## src/rtl/core/lrg_pkg.sv

```systemverilog
package lrg_pkg;

  // Lehmer generator constants: modulus 2^31 - 1, multiplier 48271.
  localparam logic [30:0] LRG_MOD  = 31'h7FFF_FFFF;
  localparam logic [16:0] LRG_MULT = 17'd48271;
  localparam logic [30:0] LRG_INIT = 31'd123456789;

  // Operation codes carried on in_tuser.
  localparam logic [1:0] OP_SEED  = 2'd0;
  localparam logic [1:0] OP_DRAW  = 2'd1;
  localparam logic [1:0] OP_BERN  = 2'd2;
  localparam logic [1:0] OP_RANGE = 2'd3;

  // Operand pair presented to the shared multiplier.
  typedef struct packed {
    logic [30:0] a;
    logic [16:0] b;
  } lrg_mul_req_t;

endpackage

```

## src/rtl/core/lrg_mul.sv

```systemverilog
module lrg_mul
  import lrg_pkg::*;
(
  input  logic         clk,
  input  lrg_mul_req_t req,
  output logic [47:0]  prod_r
);

  // Registered 31 x 17 unsigned multiplier; the product appears in the cycle
  // after the operands.
  always_ff @(posedge clk) begin
    prod_r <= {17'd0, req.a} * {31'd0, req.b};
  end

endmodule

```

## src/rtl/core/lehmer_random_generator.sv

```systemverilog
// Lehmer generator with multiplier 48271 and modulus 2^31 - 1.
// A reseed passes the seed step; a range with low bound above high bound goes
// straight to the output load; draw and Bernoulli pass multiply and reduce; a
// range then passes the slice multiplies, accumulate and divide steps. A new word
// is taken only once the last result is loaded. Reset (rst_n low, synchronous)
// loads the state with 123456789 and empties the output register.
module lehmer_random_generator
  import lrg_pkg::*;
(
  input  logic         clk,
  input  logic         rst_n,
  input  logic         in_tvalid,
  output logic         in_tready,
  // in_tdata, lowest bit up: seed_value[31:0], threshold[30:0],
  // low_bound[31:0], high_bound[31:0], one pad bit.
  input  logic [127:0] in_tdata,
  // in_tuser: op[1:0].
  input  logic [1:0]   in_tuser,
  output logic         out_tvalid,
  input  logic         out_tready,
  // out_tdata, lowest bit up: state_out[30:0], coin, range_value[31:0].
  output logic [63:0]  out_tdata,
  // out_tuser: error.
  output logic         out_tuser
);

  // Sequencer states. A range draw walks through all but the seed step; the other
  // operations and an inverted range take a short cut to the output load step.
  localparam logic [3:0] S_IDLE = 4'd0;
  localparam logic [3:0] S_SEED = 4'd1;
  localparam logic [3:0] S_MULA = 4'd2;
  localparam logic [3:0] S_REDA = 4'd3;
  localparam logic [3:0] S_MULL = 4'd4;
  localparam logic [3:0] S_MULH = 4'd5;
  localparam logic [3:0] S_ACC  = 4'd6;
  localparam logic [3:0] S_DIVA = 4'd7;
  localparam logic [3:0] S_DIVB = 4'd8;
  localparam logic [3:0] S_DIVC = 4'd9;
  localparam logic [3:0] S_DONE = 4'd10;

  logic [3:0]   st_r, st_nxt;
  logic [30:0]  lstate_r, lstate_nxt;
  logic [1:0]   op_r;
  logic [31:0]  seed_r;
  logic [30:0]  thr_r;
  logic [31:0]  low_r;
  logic [32:0]  span_r;
  logic         err_r;
  logic [63:0]  acc_r;
  logic [32:0]  quo_r;
  logic [33:0]  rem_r;
  logic [31:0]  res_r;
  logic         out_valid_r;
  logic [63:0]  out_data_r;
  logic         out_err_r;

  lrg_mul_req_t mul_req;
  logic [47:0]  prod;

  logic         accept;
  logic         out_free;
  logic [32:0]  lo_ext, hi_ext, span_calc;
  logic         range_bad;
  logic [31:0]  seed_mag;
  logic [31:0]  mod_sum;
  logic [31:0]  mod_red;
  logic [30:0]  adv_state;
  logic [32:0]  quo_fix;
  logic         coin;

  assign accept   = in_tvalid && in_tready;
  assign in_tready = (st_r == S_IDLE);
  assign out_free = !out_valid_r || out_tready;

  // Range width, one more than high minus low, needs 33 bits.
  assign lo_ext    = {in_tdata[94], in_tdata[94:63]};
  assign hi_ext    = {in_tdata[126], in_tdata[126:95]};
  assign span_calc = hi_ext - lo_ext + 33'd1;
  assign range_bad = $signed(in_tdata[94:63]) > $signed(in_tdata[126:95]);

  // Magnitude of the seed; the most negative value gives 2^31 as unsigned.
  assign seed_mag = seed_r[31] ? (32'd0 - seed_r) : seed_r;

  // Mersenne reduction of state * 48271: the high and low halves add to a
  // value below twice the modulus, so one subtraction finishes it. A zero
  // remainder becomes the modulus itself.
  assign mod_sum   = {15'd0, prod[47:31]} + {1'b0, prod[30:0]};
  assign mod_red   = (mod_sum > {1'b0, LRG_MOD}) ? (mod_sum - {1'b0, LRG_MOD}) : mod_sum;
  assign adv_state = (mod_red == 32'd0) ? LRG_MOD : mod_red[30:0];

  // Last correction step of the division by the modulus.
  assign quo_fix = (rem_r >= {3'd0, LRG_MOD}) ? (quo_r + 33'd1) : quo_r;

  assign coin = (op_r == OP_BERN) && (lstate_r < thr_r);

  // The multiplier takes the state against either the Lehmer multiplier or
  // one 17-bit slice of the range width.
  always_comb begin
    mul_req.a = lstate_r;
    case (st_r)
      S_MULL:  mul_req.b = span_r[16:0];
      S_MULH:  mul_req.b = {1'b0, span_r[32:17]};
      default: mul_req.b = LRG_MULT;
    endcase
  end

  lrg_mul u_mul (
    .clk    (clk),
    .req    (mul_req),
    .prod_r (prod)
  );

  always_comb begin
    st_nxt     = st_r;
    lstate_nxt = lstate_r;
    case (st_r)
      S_IDLE: begin
        if (accept) begin
          if (in_tuser == OP_SEED) begin
            st_nxt = S_SEED;
          end else if ((in_tuser == OP_RANGE) && range_bad) begin
            st_nxt = S_DONE;
          end else begin
            st_nxt = S_MULA;
          end
        end
      end
      S_SEED: begin
        lstate_nxt = (seed_mag >= {1'b0, LRG_MOD}) ? 31'(seed_mag - {1'b0, LRG_MOD})
                                                   : seed_mag[30:0];
        st_nxt = S_DONE;
      end
      S_MULA: st_nxt = S_REDA;
      S_REDA: begin
        lstate_nxt = adv_state;
        st_nxt = (op_r == OP_RANGE) ? S_MULL : S_DONE;
      end
      S_MULL: st_nxt = S_MULH;
      S_MULH: st_nxt = S_ACC;
      S_ACC:  st_nxt = S_DIVA;
      S_DIVA: st_nxt = S_DIVB;
      S_DIVB: st_nxt = S_DIVC;
      S_DIVC: st_nxt = S_DONE;
      S_DONE: begin
        if (out_free) begin
          st_nxt = S_IDLE;
        end
      end
      default: st_nxt = S_IDLE;
    endcase
  end

  // Control state and the generator state.
  always_ff @(posedge clk) begin
    if (!rst_n) begin
      st_r        <= S_IDLE;
      lstate_r    <= LRG_INIT;
      out_valid_r <= 1'b0;
    end else begin
      st_r     <= st_nxt;
      lstate_r <= lstate_nxt;
      if ((st_r == S_DONE) && out_free) begin
        out_valid_r <= 1'b1;
      end else if (out_tready) begin
        out_valid_r <= 1'b0;
      end
    end
  end

  // Operand capture, the datapath of the range draw and the output register load.
  always_ff @(posedge clk) begin
    if (accept) begin
      op_r   <= in_tuser;
      seed_r <= in_tdata[31:0];
      thr_r  <= in_tdata[62:32];
      low_r  <= in_tdata[94:63];
      span_r <= span_calc;
      err_r  <= (in_tuser == OP_RANGE) && range_bad;
    end
    case (st_r)
      // Product of the low slice of the range width.
      S_MULH: acc_r <= {16'd0, prod};
      // Add the high slice, weighted by 2^17; the total fits in 64 bits.
      S_ACC:  acc_r <= acc_r + {prod[46:0], 17'd0};
      // Division by 2^31 - 1: take the product as q * 2^31 + r, then fold
      // the quotient back into the remainder twice.
      S_DIVA: begin
        quo_r <= acc_r[63:31];
        rem_r <= {3'd0, acc_r[30:0]} + {1'b0, acc_r[63:31]};
      end
      S_DIVB: begin
        quo_r <= quo_r + {30'd0, rem_r[33:31]};
        rem_r <= {3'd0, rem_r[30:0]} + {31'd0, rem_r[33:31]};
      end
      S_DIVC: res_r <= low_r + quo_fix[31:0];
      default: ;
    endcase
    if ((st_r == S_DONE) && out_free) begin
      out_data_r <= {((op_r == OP_RANGE) && !err_r) ? res_r : 32'd0, coin, lstate_r};
      out_err_r  <= err_r;
    end
  end

  assign out_tvalid = out_valid_r;
  assign out_tdata  = out_data_r;
  assign out_tuser  = out_err_r;

endmodule

```

## config.mk

```make
export PLATFORM = sky130hd
export DESIGN_NAME = lehmer_random_generator
export DESIGN_NICKNAME = d
export VERILOG_FILES = /design/src/rtl/core/lrg_pkg.sv /design/src/rtl/core/lrg_mul.sv /design/src/rtl/core/lehmer_random_generator.sv
export SDC_FILE = /design/constraint.sdc
export NUM_CORES = 2
export LEC_CHECK = 0
export ABC_AREA = 1
export BUFFER_PORTS_ARGS = -buffer_cell sky130_fd_sc_hd__buf_4
export CAP_MARGIN = 20
export CORE_MARGIN = 10
export CORE_UTILIZATION = 45
export CTS_CLUSTER_SIZE = 30
export DETAILED_ROUTE_END_ITERATION = 8
export PLACE_DENSITY = 0.61
export RECOVER_POWER = 100
export SYNTH_ARGS = -nofsm -noshare
export SYNTH_HDL_FRONTEND = slang
export SYNTH_HIERARCHICAL = 1
export SYNTH_SLANG_ARGS = --single-unit
```

## constraint.sdc

```tcl
create_clock -name clk -period 10.32 [get_ports clk]
set_input_delay 2.064 -clock clk [delete_from_list [all_inputs] [get_ports clk]]
set_output_delay 2.064 -clock clk [all_outputs]
set_load 0.005 [all_outputs]
```

After elaboration in Yosys (flattened, before gate mapping)

Index checks and enable logic that the tools add are counted.

Add/subtract/negate cells: 12
Multipliers: 1
Magnitude comparators: 5
Eq/ne operators: 15
Muxes and demuxes: 18
Reductions and logical operators: 17

Operators with widths:

| cell                  | count |
|---|---|
| $pmux 64 s2           | 1 |
| $mux 32               | 3 |
| $pmux 34 s2           | 1 |
| $pmux 33 s2           | 1 |
| $add 64x64->64        | 1 |
| $mux 31               | 2 |
| $pmux 31 s2           | 1 |
| $mul 31x17->48        | 1 |
| $pmux 4 s10           | 1 |
| $add 31x33->34        | 1 |
| $ge 34x31->1 const B  | 1 |
| $pmux 17 s2           | 1 |
| $add 33x1->33 const B | 1 |
| $add 33x3->33         | 1 |
| $sub 32x32->33        | 1 |
| $add 17x31->32        | 1 |
| $add 31x3->32         | 1 |
| $add 32x1->32 const B | 1 |
| $add 32x32->32        | 1 |
| $ge 32x31->1 const B  | 1 |
| $gt 32x31->1 const B  | 1 |
| $gt 32x32->1          | 1 |
| $logic_not 32->1      | 1 |
| $sub 1x32->32 const A | 1 |
| 20 further kinds      | 41 |

Register bits after elaboration: 443
Input bits: 134
Output and inout bits: 67
Logic and storage cells: 85

Depth between registers and ports, before layout

Depth in word-level cells: 6
Gate-level depth with buffers: 35
Depth with buffers taken out: 33

Cells and area by module

Netlist, hierarchy kept.

By module, submodules not included:

| module                  | instances | cells an instance | area an instance (um^2) |
|---|---|---|---|
| lehmer_random_generator | 1         | 3730              | 29325.6 |
| lrg_mul                 | 1         | 2642              | 19247.2 |

Worst setup path after synthesis

Ideal clock, no wire load.

Path kind: input-to-reg
Start point: input in_tvalid
End point: register err_r, enable pin
Setup time: 0.623 ns
Data arrival time: 7.498 ns
Path slack: 2.200 ns
Stages: 2
Path buffers: 0
Cell sequence: inv_1 -> nor2_1

Cells in the longest elaborated chain, start to end: 1

RTL lines:

| what                 | line                           | source |
|---|---|---|
| start, declared      | lehmer_random_generator.sv:12  | `input logic in_tvalid,` |
| $logic_and 1x1->1    | lehmer_random_generator.sv:71  | `assign accept = in_tvalid && in_tready;` |
| via accept           | lehmer_random_generator.sv:60  | `logic accept;` |
| end signal, assigned | lehmer_random_generator.sv:178 | `err_r <= (in_tuser == OP_RANGE) && range_bad;` |
| end, declared        | lehmer_random_generator.sv:48  | `logic err_r;` |

The timed path passes the listed nets, and every way through them passes these cells.
A chain may end at the register's enable or synchronous reset.

==> results summary <==
The run finished, with violations left. The checks that failed: capacitance limit, slew limit. The fraction of layout instances using a drive strength above 1 came out at 4.88%.

The total count of max-transition violations in the final report is 936. After the last flow step, the layout net total stands at 7,477. The critical path's largest stage delay is 1170 ps. The number of cells on the worst reg-to-reg path is 28. In this run the cell area of the synthesized design comes to 48,600 um^2. The family of cells with the greatest summed delay on the critical path is adder cells. Setup repair after global routing left no endpoint under its margin. The via count of the first global-routing pass is 40.2k. The worst hold path passes through 0 cells. The count of instances resized after the clock tree is built came out at 0. The area share of the leading cell type in the synthesized netlist came out at 22.1%. The most instantiated library cell after synthesis is sky130_fd_sc_hd__nand2_1.

The start point of the worst hold path is lstate_r[6]. The total number of vias is 40.7k. sky130_fd_sc_hd__edfxtp_1 takes more of the synthesized area than any other cell. At the worst endpoint, the required time is 10,820 ps.

Entering global routing, the biggest net connects 85 pins. The first global-routing pass estimated 228 mm of wire. Among all stages on the critical path, the largest delay is contributed by sky130_fd_sc_hd__clkbuf_1. The total number of clock tree sinks is 442. In this run, post-CTS hold repair placed 0 buffers. The worst path buffer plus inverter count is 8. The measured slew at the worst slew-check pin came out at 3740 ps. The clock arrives with 33.2 ps of skew. The H-tree depth reported by CTS came out at 2. The die height is 349 um. The minimum clock period is 8790 ps. The cell sitting at the root of the clock tree is a sky130_fd_sc_hd__clkbuf_16. The unique cell type count in the Yosys netlist is 61. In the routed layout, each cell is associated on average with a via count of 5.12. The classification of the worst setup path is flop to flop.

The number of placement rows came out at 120. The maximum fanout encountered on the critical timing path is 26. In this run the critical register-to-register path is captured at u_mul/prod_r[40]. The mean instance size in the synthesized netlist came out at 7.62 um^2. The number of setup buffers added after CTS is 0. The number of endpoints with negative hold slack in the final report came out at 0. The number of failing setup endpoints in the final timing report is 0. The type of the worst min-delay path is flop to flop.

The floorplan step defined a die boundary enclosing 121,000 um^2. The global-route total usage across every layer came out at 24.1%. In the synthesized netlist the dominant register cell turns out to be sky130_fd_sc_hd__edfxtp_1. The aggregate global routing overflow came out at 0.

Clock-pin slew was measured on the worst setup and hold paths at 60 ps. The tightest slew margin relative to the limit is -149%. STA puts the critical path data arrival time at 9290 ps. The count of buffers from port buffering is 199. The worst setup timing slack at the placement stage is 2570 ps.

The count of state elements after synthesis came out at 442. The clock latency of the later-clocked register in the worst-skew pair is 630 ps. The number of nets produced by synthesis came out at 7,329. The detail-routed net length per standard cell came out at 18.6 um. The placed wire-length estimate after detailed placement is 119 mm.

The width of the die came out at 349 um. The worst setup path is captured at a flop. The remaining design rule violation count came out at 0.

Relative to the synthesized area, the layout overhead comes to 9.10%. The post-route clock period utilization is 85.2%. The register area share after synthesis is 25.6%. The upper clock frequency limit is 114 MHz. The type of origin of the critical path is a flop.

The total of max-cap violations is 28. After synthesis, the most frequently instantiated cells are sky130_fd_sc_hd__nand2_1, sky130_fd_sc_hd__inv_1, sky130_fd_sc_hd__nor2_1, sky130_fd_sc_hd__fa_1, sky130_fd_sc_hd__ha_1. The number of antenna violations at the first check in global routing came out at 7.

The first detailed-routing pass ran for 6 iterations. For hold timing, the worst endpoint is out_tdata[6]. The async set-reset flop share out of synthesis came out at 0%.

The count of warnings emitted by yosys is 6. 201 I/O pins were placed. Counting flops with a built-in enable in the synthesized netlist gives 358. In this run the remaining antenna-violating nets after routing total 0. The initial core utilization came out at 45.4%. The final layout contains routed wiring with a total length of 148 mm. The reg2reg setup slack came out at 1530 ps. The worst register-to-register path begins at st_r[3]. The global placer's final weighted congestion came out at 0.955. The total negative slack came out at 0 ps. TritonCTS built the clock tree. Yosys attributes the largest share of cell area to sky130_fd_sc_hd__edfxtp_1, sky130_fd_sc_hd__fa_1, sky130_fd_sc_hd__nand2_1, sky130_fd_sc_hd__inv_1, sky130_fd_sc_hd__ha_1. The CTS buffer count came out at 51. The buffer levels on the longest clock path came out at 3. The post-layout worst setup margin came out at 1530 ps.

In this run, the number of DRC markers left after iteration 0 of detailed routing was 3,152. The number of instances in the synthesized netlist is 6,372. The standard cell core area is 107,000 um^2.
## stage by stage
| step | cells | util (%) | hold slack (ps) | area [um^2] |
|---|---|---|---|---|
| global route | 7962 | 49.5 | 562 | 53000 |
| global placement | 7865 | 48.2 | 518 | 51600 |
| floorplan | 6372 | - | 418 | 48600 |
| CTS | 7959 | 49.9 | 540 | 53400 |
| finish | 7963 | 49.5 | 542 | 53000 |
| detailed placement | 7868 | 48.3 | 526 | 51700 |
## registers in the layout, indices dropped and copies added, names as in the netlist
register / flops
out_tvalid: 1
rem_r: 34
out_tdata: 64
err_r: 1
low_r: 32
st_r: 4
seed_r: 32
lstate_r: 31
quo_r: 32
res_r: 32
span_r: 33
out_tuser: 1
u_mul/prod_r: 48
op_r: 2
thr_r: 31
acc_r: 64
## kinds of logic after synthesis
| logic type | share of synthesized area [%] |
|---|---|
| AND/OR/NAND/NOR | 21.8 |
| AO/OA/AOI/OAI | 7.90 |
| flip-flops | 25.6 |
| buffers and inverters | 12.4 |
| XOR/XNOR | 4.29 |
| adder cells (fa/ha/maj) | 28.0 |
| multiplexers | 0.0206 |
## layout by cell type (no fill, tap or decap), types with 7 or more instances in the layout
cell and n:
sky130_fd_sc_hd__nand3_2 8, sky130_fd_sc_hd__o21bai_1 16, sky130_fd_sc_hd__xor2_1 169, sky130_fd_sc_hd__nor2_4 11
sky130_fd_sc_hd__ha_1 381, sky130_fd_sc_hd__a31oi_1 26, sky130_fd_sc_hd__clkinv_2 14, sky130_fd_sc_hd__buf_4 58
sky130_fd_sc_hd__nand3_1 217, sky130_fd_sc_hd__or2_2 17, sky130_fd_sc_hd__nor2_2 18, sky130_fd_sc_hd__a21o_1 8
sky130_fd_sc_hd__o211ai_1 15, sky130_fd_sc_hd__a21oi_1 311, sky130_fd_sc_hd__clkbuf_16 53, sky130_fd_sc_hd__clkbuf_4 91
sky130_fd_sc_hd__nand4_1 47, sky130_fd_sc_hd__o21a_1 18, sky130_fd_sc_hd__nor2_1 445, sky130_fd_sc_hd__nand2_1 1701
sky130_fd_sc_hd__nand2_2 11, sky130_fd_sc_hd__inv_1 1408, sky130_fd_sc_hd__o31ai_1 10, sky130_fd_sc_hd__a21boi_0 13
sky130_fd_sc_hd__fa_1 442, sky130_fd_sc_hd__clkinv_1 8, sky130_fd_sc_hd__o22a_1 7, sky130_fd_sc_hd__o22ai_1 9
sky130_fd_sc_hd__inv_2 13, sky130_fd_sc_hd__nand3b_1 11, sky130_fd_sc_hd__clkbuf_1 117, sky130_fd_sc_hd__nor3_1 56
sky130_fd_sc_hd__edfxtp_1 358, sky130_fd_sc_hd__xnor2_1 69, sky130_fd_sc_hd__nor4_1 17, sky130_fd_sc_hd__dfxtp_1 84
sky130_fd_sc_hd__o21ai_0 230
## cell type report
type,instances,area (um^2)
clock inverter,29,338
timing repair buffer,263,1630
clock buffer,62,1380
sequential,442,12400
multi-input combinational,4334,30100
antenna,2,5.00
tap,1403,1760
fill,10742,54100
inverter,1428,5360
## metal layers
metal | GRT usage [%] | vias up | wire length [um]
met5 | 0 | - | 15
met1 | 31.6 | 19319 | 62600
li1 | - | 19925 | -
met2 | 40.7 | 1224 | 69900
met3 | 3.12 | 262 | 9930
met4 | 8.25 | 2 | 5420
## how the worst max path moves through the flow
| stage | startpoint | endpoint | cells after the start |
|---|---|---|---|
| after floorplan | in_tvalid | err_r | 2 |
| after global routing | st_r[3] | u_mul/prod_r[34] | 31 |
| after global placement | st_r[3] | u_mul/prod_r[34] | 31 |
| final | st_r[3] | u_mul/prod_r[40] | 28 |
| after CTS | st_r[3] | u_mul/prod_r[33] | 28 |
| after detailed placement | st_r[3] | u_mul/prod_r[41] | 28 |
Power is not shown: default switching activity piles up to over one toggle a cycle in this logic, so the estimate is an artifact.
